**src/hdl/fsmp_pkg.sv**
```systemverilog
// ----------------------------------------------------------------------------
// fsmp_pkg: shared types and constants of the format spec modifier parser
// Character codes, flag bit positions, length codes and the classified-beat
// record that travels from the front classifier to the back parser.
// ----------------------------------------------------------------------------
package fsmp_pkg;

   // queue between front and back
   localparam int QUEUE_DEPTH     = 4;
   localparam int QUEUE_ADDR_BITS = 2;

   // flag bit positions
   localparam int FLAG_COUNT = 5;
   localparam int FLAG_MINUS = 0;
   localparam int FLAG_PLUS  = 1;
   localparam int FLAG_SPACE = 2;
   localparam int FLAG_HASH  = 3;
   localparam int FLAG_ZERO  = 4;

   // character codes
   localparam logic [7:0] CHR_MINUS  = 8'h2D;
   localparam logic [7:0] CHR_PLUS   = 8'h2B;
   localparam logic [7:0] CHR_SPACE  = 8'h20;
   localparam logic [7:0] CHR_HASH   = 8'h23;
   localparam logic [7:0] CHR_ZERO   = 8'h30;
   localparam logic [7:0] CHR_NINE   = 8'h39;
   localparam logic [7:0] CHR_STAR   = 8'h2A;
   localparam logic [7:0] CHR_DOT    = 8'h2E;
   localparam logic [7:0] CHR_LOW_H  = 8'h68;
   localparam logic [7:0] CHR_LOW_L  = 8'h6C;
   localparam logic [7:0] CHR_UP_L   = 8'h4C;
   localparam logic [7:0] CHR_LOW_J  = 8'h6A;
   localparam logic [7:0] CHR_LOW_Z  = 8'h7A;

   // length modifier codes
   typedef enum logic [2:0] {
      LEN_NONE  = 3'd0,
      LEN_HH    = 3'd1,
      LEN_H     = 3'd2,
      LEN_LL    = 3'd3,
      LEN_L     = 3'd4,
      LEN_J     = 3'd5,
      LEN_Z     = 3'd6,
      LEN_BIG_L = 3'd7
   } length_type;

   // classified character
   typedef struct packed {
      logic [FLAG_COUNT-1:0] flag_mask;
      logic                  is_star;
      logic                  is_digit;
      logic [3:0]            digit;
      logic                  is_dot;
      length_type            len_kind;
      logic                  negative;
      logic [7:0]            chr;
   } char_class_type;

   localparam int CLASS_BITS = $bits(char_class_type);

endpackage

```
**src/hdl/fsmp_front.sv**
```systemverilog
// ----------------------------------------------------------------------------
// fsmp_front: input classifier
// Accepts request beats, sorts each character into its classes and takes
// the saturated magnitude of the star argument, then pushes the queue.
// ----------------------------------------------------------------------------
module fsmp_front
   import fsmp_pkg::*;
#(
   parameter int FIELD_BITS = 16
) (
   input  logic                  req_valid,
   output logic                  req_stall,
   input  logic [7:0]            req_character,
   input  logic signed [31:0]    req_star_value,
   input  logic                  q_full,
   output logic                  q_push,
   output char_class_type        q_class,
   output logic [FIELD_BITS-1:0] q_star_sat
);

   localparam logic [32:0] FIELD_MAX = (33'd1 << FIELD_BITS) - 33'd1;

   logic        negative;
   logic [31:0] magnitude;

   // stall while the queue is full
   assign req_stall = q_full;
   assign q_push    = req_valid && !q_full;

   // absolute value of the star argument, saturated to the field
   assign negative   = req_star_value[31];
   assign magnitude  = negative ? (~req_star_value + 32'd1) : req_star_value;
   assign q_star_sat = ({1'b0, magnitude} > FIELD_MAX) ? FIELD_MAX[FIELD_BITS-1:0]
                                                       : magnitude[FIELD_BITS-1:0];

   // classify the character
   always_comb begin
      q_class          = '0;
      q_class.chr      = req_character;
      q_class.negative = negative;
      q_class.flag_mask[FLAG_MINUS] = (req_character == CHR_MINUS);
      q_class.flag_mask[FLAG_PLUS]  = (req_character == CHR_PLUS);
      q_class.flag_mask[FLAG_SPACE] = (req_character == CHR_SPACE);
      q_class.flag_mask[FLAG_HASH]  = (req_character == CHR_HASH);
      q_class.flag_mask[FLAG_ZERO]  = (req_character == CHR_ZERO);
      q_class.is_star  = (req_character == CHR_STAR);
      q_class.is_dot   = (req_character == CHR_DOT);
      q_class.is_digit = (req_character >= CHR_ZERO) && (req_character <= CHR_NINE);
      q_class.digit    = req_character[3:0];
      unique case (req_character)
         CHR_LOW_H: q_class.len_kind = LEN_H;
         CHR_LOW_L: q_class.len_kind = LEN_L;
         CHR_LOW_J: q_class.len_kind = LEN_J;
         CHR_LOW_Z: q_class.len_kind = LEN_Z;
         CHR_UP_L:  q_class.len_kind = LEN_BIG_L;
         default:   q_class.len_kind = LEN_NONE;
      endcase
   end

endmodule

```
**src/hdl/fsmp_queue.sv**
```systemverilog
// ----------------------------------------------------------------------------
// fsmp_queue: short FIFO between classifier and parser
// Holds classified beats so that front and back stall independently.
// ----------------------------------------------------------------------------
module fsmp_queue
   import fsmp_pkg::*;
#(
   parameter int DATA_BITS = 40
) (
   input  logic                 clock,
   input  logic                 reset,
   input  logic                 push,
   input  logic [DATA_BITS-1:0] push_data,
   output logic                 full,
   input  logic                 pop,
   output logic                 not_empty,
   output logic [DATA_BITS-1:0] head_data
);

   logic [DATA_BITS-1:0]     store_ff [QUEUE_DEPTH];
   logic [QUEUE_ADDR_BITS:0] wr_ptr_ff, wr_ptr_in;
   logic [QUEUE_ADDR_BITS:0] rd_ptr_ff, rd_ptr_in;

   // occupancy from pointer comparison
   assign not_empty = (wr_ptr_ff != rd_ptr_ff);
   assign full      = (wr_ptr_ff[QUEUE_ADDR_BITS] != rd_ptr_ff[QUEUE_ADDR_BITS]) &&
                      (wr_ptr_ff[QUEUE_ADDR_BITS-1:0] == rd_ptr_ff[QUEUE_ADDR_BITS-1:0]);
   assign head_data = store_ff[rd_ptr_ff[QUEUE_ADDR_BITS-1:0]];

   // advance pointers
   assign wr_ptr_in = wr_ptr_ff + {{QUEUE_ADDR_BITS{1'b0}}, push};
   assign rd_ptr_in = rd_ptr_ff + {{QUEUE_ADDR_BITS{1'b0}}, pop};

   always_ff @(posedge clock) begin
      if (reset) begin
         wr_ptr_ff <= '0;
         rd_ptr_ff <= '0;
      end else begin
         wr_ptr_ff <= wr_ptr_in;
         rd_ptr_ff <= rd_ptr_in;
      end
   end

   // write the entry
   always_ff @(posedge clock) begin
      if (push) begin
         store_ff[wr_ptr_ff[QUEUE_ADDR_BITS-1:0]] <= push_data;
      end
   end

endmodule

```
**src/hdl/fsmp_back.sv**
```systemverilog
// ----------------------------------------------------------------------------
// fsmp_back: phase parser and result register
// Pops classified beats, advances the flag, width, precision and length
// phases, and loads the result register on the specifier.
// ----------------------------------------------------------------------------
module fsmp_back
   import fsmp_pkg::*;
#(
   parameter int FIELD_BITS = 16
) (
   input  logic                  clock,
   input  logic                  reset,
   input  logic                  q_not_empty,
   input  char_class_type        q_class,
   input  logic [FIELD_BITS-1:0] q_star_sat,
   output logic                  q_pop,
   output logic                  rsp_valid,
   input  logic                  rsp_stall,
   output logic                  rsp_left_align,
   output logic                  rsp_force_sign,
   output logic                  rsp_space_sign,
   output logic                  rsp_alternate_form,
   output logic                  rsp_zero_pad,
   output logic [FIELD_BITS-1:0] rsp_field_width,
   output logic                  rsp_precision_given,
   output logic [FIELD_BITS-1:0] rsp_precision_value,
   output logic [2:0]            rsp_length_code,
   output logic [7:0]            rsp_specifier,
   output logic [7:0]            rsp_consumed_count
);

   typedef enum logic [2:0] {
      PH_FLAGS    = 3'd0,
      PH_W_STAR   = 3'd1,
      PH_W_DIGITS = 3'd2,
      PH_W_FROZEN = 3'd3,
      PH_P_START  = 3'd4,
      PH_P_DIGITS = 3'd5,
      PH_P_STAR   = 3'd6,
      PH_LENGTH   = 3'd7
   } phase_type;

   phase_type             phase_ff, phase_in;
   logic [FLAG_COUNT-1:0] flags_ff, flags_in;
   logic [FIELD_BITS-1:0] width_ff, width_in;
   logic                  pseen_ff, pseen_in;
   logic [FIELD_BITS-1:0] prec_ff, prec_in;
   length_type            len_ff, len_in;
   logic [1:0]            lseen_ff, lseen_in;
   logic [7:0]            count_ff, count_in;
   logic                  consumed;
   logic                  out_free;
   logic                  in_width;

   logic                  rsp_valid_ff, rsp_valid_in;
   logic [FLAG_COUNT-1:0] rsp_flags_ff;
   logic [FIELD_BITS-1:0] rsp_width_ff;
   logic                  rsp_pseen_ff;
   logic [FIELD_BITS-1:0] rsp_prec_ff;
   length_type            rsp_len_ff;
   logic [7:0]            rsp_spec_ff;
   logic [7:0]            rsp_count_ff;

   // multiply by ten, add a digit, saturate
   function automatic logic [FIELD_BITS-1:0] acc10(input logic [FIELD_BITS-1:0] acc,
                                                   input logic [3:0] dig);
      logic [FIELD_BITS+3:0] wide;
      wide = ({4'b0, acc} << 3) + ({4'b0, acc} << 1) + {{FIELD_BITS{1'b0}}, dig};
      return (|wide[FIELD_BITS+3:FIELD_BITS]) ? {FIELD_BITS{1'b1}} : wide[FIELD_BITS-1:0];
   endfunction

   assign in_width = (phase_ff == PH_FLAGS) || (phase_ff == PH_W_STAR) ||
                     (phase_ff == PH_W_DIGITS) || (phase_ff == PH_W_FROZEN);

   // phase decision for the head beat
   always_comb begin
      phase_in = phase_ff;
      flags_in = flags_ff;
      width_in = width_ff;
      pseen_in = pseen_ff;
      prec_in  = prec_ff;
      len_in   = len_ff;
      lseen_in = lseen_ff;
      consumed = 1'b1;
      priority if ((phase_ff == PH_FLAGS) && (|q_class.flag_mask)) begin
         flags_in = flags_ff | q_class.flag_mask;
      end else if ((phase_ff == PH_FLAGS) && q_class.is_star) begin
         width_in = q_star_sat;
         if (q_class.negative) flags_in[FLAG_MINUS] = 1'b1;
         phase_in = PH_W_STAR;
      end else if (((phase_ff == PH_FLAGS) || (phase_ff == PH_W_STAR)) &&
                   q_class.is_digit) begin
         width_in = acc10('0, q_class.digit);
         phase_in = PH_W_DIGITS;
      end else if ((phase_ff == PH_W_STAR) && q_class.is_star) begin
         phase_in = PH_W_STAR;
      end else if ((phase_ff == PH_W_DIGITS) && q_class.is_digit) begin
         width_in = acc10(width_ff, q_class.digit);
      end else if (((phase_ff == PH_W_DIGITS) || (phase_ff == PH_W_FROZEN)) &&
                   (q_class.is_star || q_class.is_digit)) begin
         phase_in = PH_W_FROZEN;
      end else if (in_width && q_class.is_dot) begin
         pseen_in = 1'b1;
         prec_in  = '0;
         phase_in = PH_P_START;
      end else if (((phase_ff == PH_P_START) || (phase_ff == PH_P_DIGITS)) &&
                   q_class.is_digit) begin
         prec_in  = acc10(prec_ff, q_class.digit);
         phase_in = PH_P_DIGITS;
      end else if ((phase_ff == PH_P_START) && q_class.is_star) begin
         if (q_class.negative) begin
            pseen_in = 1'b0;
         end else begin
            prec_in = q_star_sat;
         end
         phase_in = PH_P_STAR;
      end else if ((phase_ff == PH_P_STAR) && q_class.is_star) begin
         phase_in = PH_P_STAR;
      end else if (q_class.len_kind != LEN_NONE) begin
         if (phase_ff != PH_LENGTH) begin
            len_in   = q_class.len_kind;
            lseen_in = 2'd1;
            phase_in = PH_LENGTH;
         end else begin
            if (lseen_ff == 2'd1) begin
               if ((len_ff == LEN_H) && (q_class.chr == CHR_LOW_H)) len_in = LEN_HH;
               if ((len_ff == LEN_L) && (q_class.chr == CHR_LOW_L)) len_in = LEN_LL;
            end
            if (lseen_ff != 2'd3) lseen_in = lseen_ff + 2'd1;
         end
      end else begin
         consumed = 1'b0;
      end
   end

   // pop consumed beats freely, the specifier only into a free result slot
   assign out_free = !rsp_valid_ff || !rsp_stall;
   assign q_pop    = q_not_empty && (consumed || out_free);
   assign count_in = (count_ff == 8'hFF) ? count_ff : count_ff + 8'd1;

   // load on a popped specifier, hold while the result beat is stalled
   assign rsp_valid_in = (q_pop && !consumed) || (rsp_valid_ff && !out_free);

   // hold parse state and the result register
   always_ff @(posedge clock) begin
      if (reset) begin
         phase_ff     <= PH_FLAGS;
         flags_ff     <= '0;
         width_ff     <= '0;
         pseen_ff     <= 1'b0;
         prec_ff      <= '0;
         len_ff       <= LEN_NONE;
         lseen_ff     <= '0;
         count_ff     <= '0;
         rsp_valid_ff <= 1'b0;
      end else begin
         rsp_valid_ff <= rsp_valid_in;
         if (q_pop) begin
            if (consumed) begin
               phase_ff <= phase_in;
               flags_ff <= flags_in;
               width_ff <= width_in;
               pseen_ff <= pseen_in;
               prec_ff  <= prec_in;
               len_ff   <= len_in;
               lseen_ff <= lseen_in;
               count_ff <= count_in;
            end else begin
               // emit the record and start the next spec
               rsp_flags_ff <= flags_ff;
               rsp_width_ff <= width_ff;
               rsp_pseen_ff <= pseen_ff;
               rsp_prec_ff  <= pseen_ff ? prec_ff : '0;
               rsp_len_ff   <= len_ff;
               rsp_spec_ff  <= q_class.chr;
               rsp_count_ff <= count_ff;
               phase_ff     <= PH_FLAGS;
               flags_ff     <= '0;
               width_ff     <= '0;
               pseen_ff     <= 1'b0;
               prec_ff      <= '0;
               len_ff       <= LEN_NONE;
               lseen_ff     <= '0;
               count_ff     <= '0;
            end
         end
      end
   end

   // drive the result beat
   assign rsp_valid           = rsp_valid_ff;
   assign rsp_left_align      = rsp_flags_ff[FLAG_MINUS];
   assign rsp_force_sign      = rsp_flags_ff[FLAG_PLUS];
   assign rsp_space_sign      = rsp_flags_ff[FLAG_SPACE] && !rsp_flags_ff[FLAG_PLUS];
   assign rsp_alternate_form  = rsp_flags_ff[FLAG_HASH];
   assign rsp_zero_pad        = rsp_flags_ff[FLAG_ZERO];
   assign rsp_field_width     = rsp_width_ff;
   assign rsp_precision_given = rsp_pseen_ff;
   assign rsp_precision_value = rsp_prec_ff;
   assign rsp_length_code     = rsp_len_ff;
   assign rsp_specifier       = rsp_spec_ff;
   assign rsp_consumed_count  = rsp_count_ff;

endmodule

```
**src/hdl/format_spec_modifier_parser.sv**
```systemverilog
// ----------------------------------------------------------------------------
// format_spec_modifier_parser: printf-style conversion spec parser
// Parses flags, width, precision and length modifier of one conversion spec
// and returns the full record when the specifier character arrives.
// ----------------------------------------------------------------------------
// Usage:
//   Request channel (req_): one beat per character that follows the percent
//   sign, with the star argument alongside; it is used only when the
//   character is a star in the width or precision position.
//   Response channel (rsp_): one beat per spec, on its specifier character.
//   Throughput is one character per cycle while req_stall is low, set by the
//   phase update (multiply-by-ten accumulate) in the parser.
//   A specifier is written into the four-entry queue and then loaded into
//   the result register, where rsp_valid rises; it can wait in either.
//   While rsp_stall is high, modifier characters keep flowing; the next
//   specifier waits at the queue head and req_stall rises once the queue
//   fills.
//   Reset clears the queue and the parse state and drops any pending result.
//   Width and precision saturate at 2**FIELD_BITS - 1.
// ----------------------------------------------------------------------------
module format_spec_modifier_parser
   import fsmp_pkg::*;
#(
   parameter int FIELD_BITS = 16
) (
   input  logic                  clock,
   input  logic                  reset,
   input  logic                  req_valid,
   output logic                  req_stall,
   input  logic [7:0]            req_character,
   input  logic signed [31:0]    req_star_value,
   output logic                  rsp_valid,
   input  logic                  rsp_stall,
   output logic                  rsp_left_align,
   output logic                  rsp_force_sign,
   output logic                  rsp_space_sign,
   output logic                  rsp_alternate_form,
   output logic                  rsp_zero_pad,
   output logic [FIELD_BITS-1:0] rsp_field_width,
   output logic                  rsp_precision_given,
   output logic [FIELD_BITS-1:0] rsp_precision_value,
   output logic [2:0]            rsp_length_code,
   output logic [7:0]            rsp_specifier,
   output logic [7:0]            rsp_consumed_count
);

   localparam int ENTRY_BITS = CLASS_BITS + FIELD_BITS;

   logic                  q_full;
   logic                  q_push;
   char_class_type        push_class;
   logic [FIELD_BITS-1:0] push_sat;
   logic                  q_pop;
   logic                  q_not_empty;
   logic [ENTRY_BITS-1:0] head_data;
   char_class_type        head_class;
   logic [FIELD_BITS-1:0] head_sat;

   fsmp_front #(.FIELD_BITS(FIELD_BITS)) u_front (
      .req_valid      (req_valid),
      .req_stall      (req_stall),
      .req_character  (req_character),
      .req_star_value (req_star_value),
      .q_full         (q_full),
      .q_push         (q_push),
      .q_class        (push_class),
      .q_star_sat     (push_sat)
   );

   fsmp_queue #(.DATA_BITS(ENTRY_BITS)) u_queue (
      .clock     (clock),
      .reset     (reset),
      .push      (q_push),
      .push_data ({push_class, push_sat}),
      .full      (q_full),
      .pop       (q_pop),
      .not_empty (q_not_empty),
      .head_data (head_data)
   );

   // split the queue head
   assign head_class = char_class_type'(head_data[ENTRY_BITS-1:FIELD_BITS]);
   assign head_sat   = head_data[FIELD_BITS-1:0];

   fsmp_back #(.FIELD_BITS(FIELD_BITS)) u_back (
      .clock               (clock),
      .reset               (reset),
      .q_not_empty         (q_not_empty),
      .q_class             (head_class),
      .q_star_sat          (head_sat),
      .q_pop               (q_pop),
      .rsp_valid           (rsp_valid),
      .rsp_stall           (rsp_stall),
      .rsp_left_align      (rsp_left_align),
      .rsp_force_sign      (rsp_force_sign),
      .rsp_space_sign      (rsp_space_sign),
      .rsp_alternate_form  (rsp_alternate_form),
      .rsp_zero_pad        (rsp_zero_pad),
      .rsp_field_width     (rsp_field_width),
      .rsp_precision_given (rsp_precision_given),
      .rsp_precision_value (rsp_precision_value),
      .rsp_length_code     (rsp_length_code),
      .rsp_specifier       (rsp_specifier),
      .rsp_consumed_count  (rsp_consumed_count)
   );

endmodule
```
**config.mk**
```make
export PLATFORM = sky130hd
export DESIGN_NAME = format_spec_modifier_parser
export DESIGN_NICKNAME = d
export VERILOG_FILES = /design/src/hdl/fsmp_pkg.sv /design/src/hdl/fsmp_front.sv /design/src/hdl/fsmp_queue.sv /design/src/hdl/fsmp_back.sv /design/src/hdl/format_spec_modifier_parser.sv
export SDC_FILE = /design/constraint.sdc
export NUM_CORES = 1
export LEC_CHECK = 0
export ABC_AREA = 1
export BUFFER_PORTS_ARGS = -buffer_cell sky130_fd_sc_hd__buf_2
export CAP_MARGIN = 20
export CORE_MARGIN = 3
export CORE_UTILIZATION = 50
export CTS_CLUSTER_SIZE = 14
export DETAILED_ROUTE_END_ITERATION = 8
export PLACE_DENSITY = 0.78
export SYNTH_ARGS = -nofsm -noshare
export SYNTH_HDL_FRONTEND = slang
export SYNTH_SLANG_ARGS = --single-unit
```
**constraint.sdc**
```tcl
create_clock -name clock -period 4.4 [get_ports clock]
set_input_delay 0.88 -clock clock [delete_from_list [all_inputs] [get_ports clock]]
set_output_delay 0.88 -clock clock [all_outputs]
set_load 0.03 [all_outputs]
```
==> summary.txt, run 1 <==
Power and ir drop
  • Power Dens Cells: between 500 and 600 nW/um^2
  • P_leak: 7.31 nW
  • Max rail drop VDD: around 0.32 mV

Worst setup path
  • Critical path arrival: 4.36 ns
  • Cell family with most CP delay: simple AND/OR/NAND/NOR gates
  • Most common cell on crit path: nand2_1
  • Setup CP Type: reg2reg
  • CP max-delay cell: fa_1
  • RR Endpoint: u_back.width_ff[6]
  • Startpoint Class: flip-flop
  • Crit-path max cell delay: 0.61 ns
  • CP required: 4.82 ns
  • RR Startpoint: u_queue.rd_ptr_ff[0]
  • Worst path bufs/invs: 3
  • Worst-path fanout max: 16
  • Crit path cell chain: inv_2, o211ai_1, nand2_1, fa_1, inv_1, fa_1, inv_1, nand2_1, nand2_1, nand3_1, nand2_1, nand2_1, nand3_1, nand2_1, nor2_1, nand3_1, nand2_1, nand2_1, nand3_1, a21oi_2
  • R2r setup slk: roughly 0.46 ns
  • Crit end category: flip-flop
  • R2R cell count: 20

Clock tree
  • CTS root buf: clkbuf_16
  • CTS sink cnt: roughly 260
  • Post CTS Setup Buffer Count: 0
  • Clock buffer depth: 3
  • CTS Buf Count: 27
  • H-tree levels: 1
  • Clk slew on worst S/H paths: around 0.060 ns
  • Post-CTS resize count: 0
  • Hold buffer count at CTS: 0
  • CTS tree: yes
  • Worst-skew pair later-pin latency: ~0.56 ns

Layout
  • Ant. Diodes: 0
  • Layout Nets: 1943
  • Fillers: 2541
  • Cell area after layout: about 17000 sq um
  • Fraction of layout cells with a size suffix above 1: 12.8%
  • Area Growth Syn to Fin: 12.3%

Yosys
  • Post-synthesis sequential area ratio: 49.2%
  • Post-synthesis cell type count: 46
  • Synth Area per Inst: roughly 8.5 sq um
  • EDFF count, synth: 201
  • Synth Cell Area: roughly 15000 sq um
  • Synthesis Warnings: 0
  • Ys flop type: edfxtp_1
  • Ys async rst share: 0%
  • Synth Register Bits: 262
  • Mapped Cells: about 1700
  • Syn_nets: 1846

STA
  • Post-Route Setup TNS: 0 ns
  • Worst-Margin Slew: 0.804 ns
  • Setup WS post-layout: 0.457 ns
  • Worst rel slew slack: 45.9%
  • Max-slew violations: 0
  • Hold Violations, Final: 0
  • Fmax: 0.254 GHz
  • Tmin final: 3.94 ns
  • Unrepaired setup endpoints after global routing: no
  • Clock skew: 0.0139 ns
  • Final setup viols: 0
  • Fin crit share: 89.6%

Die
  • Die area: 31600 sq um
  • Num ports: 103
  • Die height: 178 um
  • Std-Cell Rows: 62
  • DIE WIDTH: 178 um
  • Core box area: slightly below 30000 sq um
  • Starting Density: 51.1%

Global routing
  • Remaining Overflow, GRT: 0
  • Largest net degree at the start of global routing: 49
  • Initial antenna violation count: 1
  • Global-route usage over all layers: 22.0%
  • Vias in the first global route: 11300
  • First-pass GRT wire length: ~57 mm

Routing
  • Routed Antenna Nets: 0
  • Max layer used: met5
  • Drt via density: 5.40
  • Residual DRC count: 0
  • Via count: 12000
  • Initial DRC count: 1044
  • Met1 wire length: 15.5 mm
  • Met2 Wirelength: 16.2 mm
  • DR pass1 iterations: 6
  • Routed WL per cell: 15.7 um
  • Routed wl met3: about 2.4 mm
  • Final wirelength: 35.0 mm

Job
  • Max Cap Viol: 0

Place
  • I/O Buffers: 102
  • DP Area: between 15000 and 20000 sq um
  • GP Congestion: a little under 1
  • HPWL Detailed: 25.1 mm
  • Worst slack at placement: 0.515 ns

Worst hold path
  • Hold depth: 0
  • Worst Min Path Start: u_back.flags_ff[4]
  • Worst hold path class: reg2reg
  • Hold path endpoint: u_back.rsp_flags_ff[4]

Status
  • Status: finished clean
-- worst max-delay path by stage --
stage	cells past startpoint	end	slack, ns	start
2_1_floorplan	13	u_back.rsp_consumed_count[0]	0.04	u_queue.rd_ptr_ff[1]
3_3_place_gp	20	u_back.width_ff[7]	0.62	u_queue.rd_ptr_ff[0]
3_5_place_dp	22	u_back.width_ff[2]	0.51	u_queue.rd_ptr_ff[0]
4_1_cts	22	u_back.width_ff[2]	0.51	u_queue.rd_ptr_ff[0]
5_1_grt	22	u_back.width_ff[1]	0.04	u_queue.rd_ptr_ff[0]
6_report	20	u_back.width_ff[6]	0.46	u_queue.rd_ptr_ff[0]
-- metrics by stage --
stage | util [%] | total power, mW | instances | hold WS, ns
after detailed placement | 54.1 | 6.20 | 2180 | 0.418
after global routing | 57.4 | 9.15 | 2230 | 0.451
after CTS | 57.4 | 8.63 | 2230 | 0.433
after global placement | 54.1 | 6.14 | 2180 | 0.418
final | 57.4 | 8.62 | 2230 | 0.433
after floorplan | - | 5.47 | 1728 | 0.406
-- kinds of logic (layout without fill, tap and decap cells) --
logic type | count (synthesis) | count (layout) | share of synthesized area [%]
fa+ha+maj | 74 | 74 | 6.48
compound gates | 185 | 185 | 6.97
flops | 262 | 262 | 49.2
simple gates | 924 | 924 | 27.7
buf+inv | 232 | 350 | 6.65
xor+xnor | 51 | 51 | 3.03
-- report_power, final --
group | switching [mW] | internal, mW | leakage, nW
clock network | 0.969 | 1.45 | 0.461
registers | 0.173 | 2.87 | 2.24
logic | 2.17 | 0.997 | 4.61
total | 3.31 | 5.31 | 7.31
-- synthesized netlist by cell type (2+ instances only) --
cell	instances	share of area, %
a21oi_1	71	2.4
a21oi_2	10	0.59
a31oi_1	2	0.085
a32o_1	3	0.20
buf_1	4	0.10
buf_2	15	0.51
buf_4	3	0.15
buf_6	10	0.76
clkbuf_1	18	0.46
dfxtp_1	61	8.3
edfxtp_1	201	41
fa_1	4	0.54
ha_1	70	5.9
inv_1	171	4.4
inv_2	8	0.20
nand2_1	489	12
nand2_2	13	0.55
nand2_4	5	0.38
nand3_1	168	5.7
nand3_2	11	0.75
nand3b_1	2	0.10
nand4_1	21	0.89
nor2_1	159	4.0
nor2_2	5	0.21
nor2_4	5	0.38
nor2_8	4	0.54
nor3_1	29	0.98
nor4_1	6	0.25
o211ai_1	3	0.15
o21a_1	4	0.20
o21ai_0	70	2.4
o21ai_1	4	0.14
o22ai_1	13	0.55
o31ai_1	2	0.10
or2_2	4	0.17
xnor2_1	19	1.1
xor2_1	32	1.9
-- layout by cell type (no fill, tap or decap), drive strengths merged, types with 3 or more instances in the layout --
cell type and instances:
clkinv 11, inv 182, bufinv 5, edfxtp 201
fa 4, a21oi 81, nor2 173, ha 70
o21ai 74, xor2 32, buf 119, a32o 3
clkbuf 31, o22ai 13, dfxtp 61, nand3 180
nor4 6, o211ai 3, nand2 507, nor3 30
xnor2 19, o21a 4, or2 5, nand4 21
-- area by class of cell --
| cell class | instances | area, sq um | share of cell area (%) |
|---|---|---|---|
| Tap cell | 384 | 480 | 2.90 |
| Multi-Input combinational cell | 1234 | 6530 | 39.5 |
| Sequential cell | 262 | 7260 | 43.8 |
| Clock buffer | 31 | 701 | 4.23 |
| Timing Repair Buffer | 119 | 651 | 3.93 |
| Inverter | 181 | 682 | 4.12 |
| Clock inverter | 19 | 250 | 1.51 |
-- state kept, by name, indices dropped and copies added, names as in the netlist --
signal and count:
u_back.lseen_ff 2, u_back.count_ff 8, u_back.len_ff 3, u_queue.rd_ptr_ff 3, u_back.rsp_consumed_count 8, u_back.rsp_valid 1, u_back.rsp_precision_value 16, u_queue.wr_ptr_ff 3
u_back.rsp_field_width 16, u_back.prec_ff 16, u_back.width_ff 16, u_back.pseen_ff 1, u_back.rsp_flags_ff 5, u_back.phase_ff 3, u_back.rsp_length_code 3, u_back.flags_ff 5
u_queue.store_ff 144, u_back.rsp_precision_given 1, u_back.rsp_specifier 8
-- routing by layer --
metal  global-route usage (%)  vias to the layer above
met3                     2.97                       75
met1                     29.9                     5543
met5                        0                        -
met2                     37.0                      459
met4                     6.41                        2
li1                         -                     5967
(Power assumes the default switching activity.)
==> run 2, diff against run 1 <==
CORE_ASPECT_RATIO = 0.6   (was default)
CORE_MARGIN = default   (was 3)
HOLD_SLACK_MARGIN = 0.02   (was default)
==> run 2 against run 1 <==
Effect of this change:
- setup slack improved by 0.024 ns
- register-to-register slack improved by 0.02 ns
- hold slack improved by 0.0052 ns
- wire length increased by 5.3%
- highest routed layer is now met4
- largest power group unchanged
==> summary.txt, run 2 (synthesis gave the netlist of run 1 again) <==
Routing
  • Routed Antenna Nets: 0 (unchanged)
  • Initial DRC count: 1290 (+24%)
  • Max layer used: met4
  • Residual DRC count: 0 (unchanged)
  • Met1 wire length: 17.9 mm (+15%)
  • Drt via density: 5.46 (+1.0%)
  • Routed WL per cell: 16.4 um (+4.7%)
  • Routed wl met3: 3.88 mm (+63%)
  • Met2 Wirelength: 14.7 mm (-9.3%)
  • DR pass1 iterations: 6 (unchanged)
  • Final wirelength: 36.9 mm (+5.3%)
  • Via count: 12200 (+1.7%)

Die
  • Std-Cell Rows: 48 (-23%)
  • Starting Density: 51.0% (-0.053 points)
  • Core box area: 28900 sq um (+0.10%)
  • Die height: 135 um (-24%)
  • Die area: 30200 sq um (-4.4%)
  • DIE WIDTH: 224 um (+26%)
  • Num ports: 103 (unchanged)

Place
  • Worst slack at placement: 0.527 ns (+0.0118 ns)
  • GP Congestion: 0.991 (+2.0%)
  • HPWL Detailed: 26.7 mm (+6.3%)
  • I/O Buffers: 102 (unchanged)

Clock tree
  • Hold buffer count at CTS: 0 (unchanged)
  • CTS tree: yes
  • CTS Buf Count: 26 (-3.7%)
  • CTS root buf: clkbuf_16
  • Post-CTS resize count: 0 (unchanged)
  • Clk slew on worst S/H paths: 0.06 ns (about the same)
  • CTS sink cnt: 262 (unchanged)
  • Clock buffer depth: 3 (unchanged)
  • Post CTS Setup Buffer Count: 0 (unchanged)
  • Worst-skew pair later-pin latency: 0.55 ns (about the same)
  • H-tree levels: 1 (unchanged)

Worst setup path
  • Crit path cell chain: inv_2, nand2_1, o211ai_1, nand2_1, fa_1, inv_1, fa_1, inv_1, nand3_1, nand2_1, nand2_1, nand2_1, nand2_1, nand3_1, nand2_1, nor2_1, buf_4, nand3_1, nand2_1, nand2_1, nand3_1, a21oi_1
  • Critical path arrival: 4.34 ns (-0.02 ns)
  • CP max-delay cell: fa_1
  • Startpoint Class: flip-flop
  • Most common cell on crit path: nand2_1
  • Crit-path max cell delay: 0.62 ns (about the same)
  • Crit end category: flip-flop
  • Worst-path fanout max: 23 (+7)
  • Setup CP Type: reg2reg
  • CP required: 4.82 ns (about the same)

Power and ir drop
  • P_leak: 7.24 nW (-0.96%)
  • Flop pwr share: 36.1% (+0.8 points)
  • Power Dens Cells: 513 nW/um^2 (-1.5%)
  • Net Sw Frac: 40.0% (+1.6 points)
  • Switch Pwr: 3.37 mW (+1.7%)
  • Cell internal pwr: 5.06 mW (-4.7%)
  • Clock power share: 25.4% (-2.6 points)
  • Comb power frac: 38.6% (+1.9 points)
  • Max rail drop VDD: 0.356 mV (+10%)

Layout
  • Commonest non-fill, non-tap cells in the layout: 489 x nand2_1, 201 x edfxtp_1, 171 x inv_1, 168 x nand3_1, 158 x nor2_1
  • Ant. Diodes: 0 (unchanged)
  • Commonest non-fill, non-tap cell in the layout: nand2_1
  • Max reg flops: 144 (unchanged)
  • Fraction of layout cells with a size suffix above 1: 12.4% (-0.42 points)
  • Layout Nets: 1943 (unchanged)
  • Area Growth Syn to Fin: 11.4%

STA
  • Hold Violations, Final: 0 (unchanged)
  • Post-Route Setup TNS: 0 ns (unchanged)
  • Clock skew: 0.0310 ns (+0.0172 ns)
  • Worst-Margin Slew: 0.969 ns (+0.166 ns)
  • Tmin final: 3.92 ns (-0.0243 ns)
  • Fin crit share: 89.1% (-0.55 points)
  • Worst rel slew slack: 34.8% (-11 points)
  • Max-slew violations: 0 (unchanged)
  • Unrepaired setup endpoints after global routing: no
  • Fmax: 0.255 GHz (+0.62%)
  • Final setup viols: 0 (unchanged)
  • Setup WS post-layout: 0.481 ns (+0.0243 ns)

Global routing
  • Initial antenna violation count: 0 (-1)
  • Vias in the first global route: 11100 (-2.1%)
  • Global-route usage over all layers: 24.6% (+2.5 points)
  • Largest net degree at the start of global routing: 40 (-18%)
  • Remaining Overflow, GRT: 0 (unchanged)
  • First-pass GRT wire length: 59.0 mm (+3.9%)

Worst hold path
  • Worst hold path class: reg2reg

Status
  • Status: finished clean

Job
  • Max Cap Viol: 0 (unchanged)
[run 2: cell types whose count changed in the layout (fill, tap and decap cells not counted), sizes merged]
cell / delta
bufinv: -4
clkbuf: +4
clkinv: -2
buf: +1
clkinvlp: -1
[run 2: layout make-up]
type / instances / area [sq um]
clock buffer: 35 / 716
sequential: 262 / 7260
inverter: 181 / 682
fill: 2514 / 12500
clock inverter: 12 / 87.6
timing repair buffer: 120 / 646
tap: 400 / 500
multi-input combinational: 1234 / 6530
[run 2: stage by stage]
step                area, sq um  instances  hold WS, ns  power (mW)  utilization, %
CTS                       16400       2244        0.439        8.38            56.9
global placement          15600       2197        0.424        6.19            54.1
global route              16400       2244        0.446        8.91            56.9
detailed placement        15600       2197        0.429        6.25            54.1
finish                    16400       2244        0.438        8.43            56.9
floorplan                 14700       1728        0.406        5.47               -
[run 2: worst paths after layout]
check	startpoint	endpoint	slack, ns	cells past startpoint
worst min register to register	u_back.flags_ff[1]	u_back.rsp_flags_ff[1]	0.44	0
worst max register to register	u_queue.rd_ptr_ff[0]	u_back.prec_ff[14]	0.48	22
worst min-delay path	u_back.flags_ff[1]	u_back.rsp_flags_ff[1]	0.44	0
worst max-delay path	u_queue.rd_ptr_ff[0]	u_back.prec_ff[14]	0.48	22
[run 2: routing by layer]
layer	track usage, %	vias to the layer above
met3	4.92	36
met1	38.8	5649
met2	34.8	604
met5	0	-
met4	4.00	0
li1	-	5959
[run 2: power by group through the flow]
stage | combinational (mW) | clock (mW) | sequential, mW
2_1_floorplan | 2.44 | 0 | 3.04
3_3_place_gp | 3.12 | 0 | 3.08
3_5_place_dp | 3.16 | 0 | 3.09
4_1_cts | 3.18 | 2.16 | 3.03
5_1_grt | 3.60 | 2.25 | 3.06
6_report | 3.25 | 2.14 | 3.04
[run 2: worst max-delay path: cells and delay by family, from the launching register on]
family	cells	cell delay (ns)
fa+ha+maj	2	1.08
simple gates	14	1.50
compound gates	2	0.16
buf+inv	4	0.70
flops	1	0.37
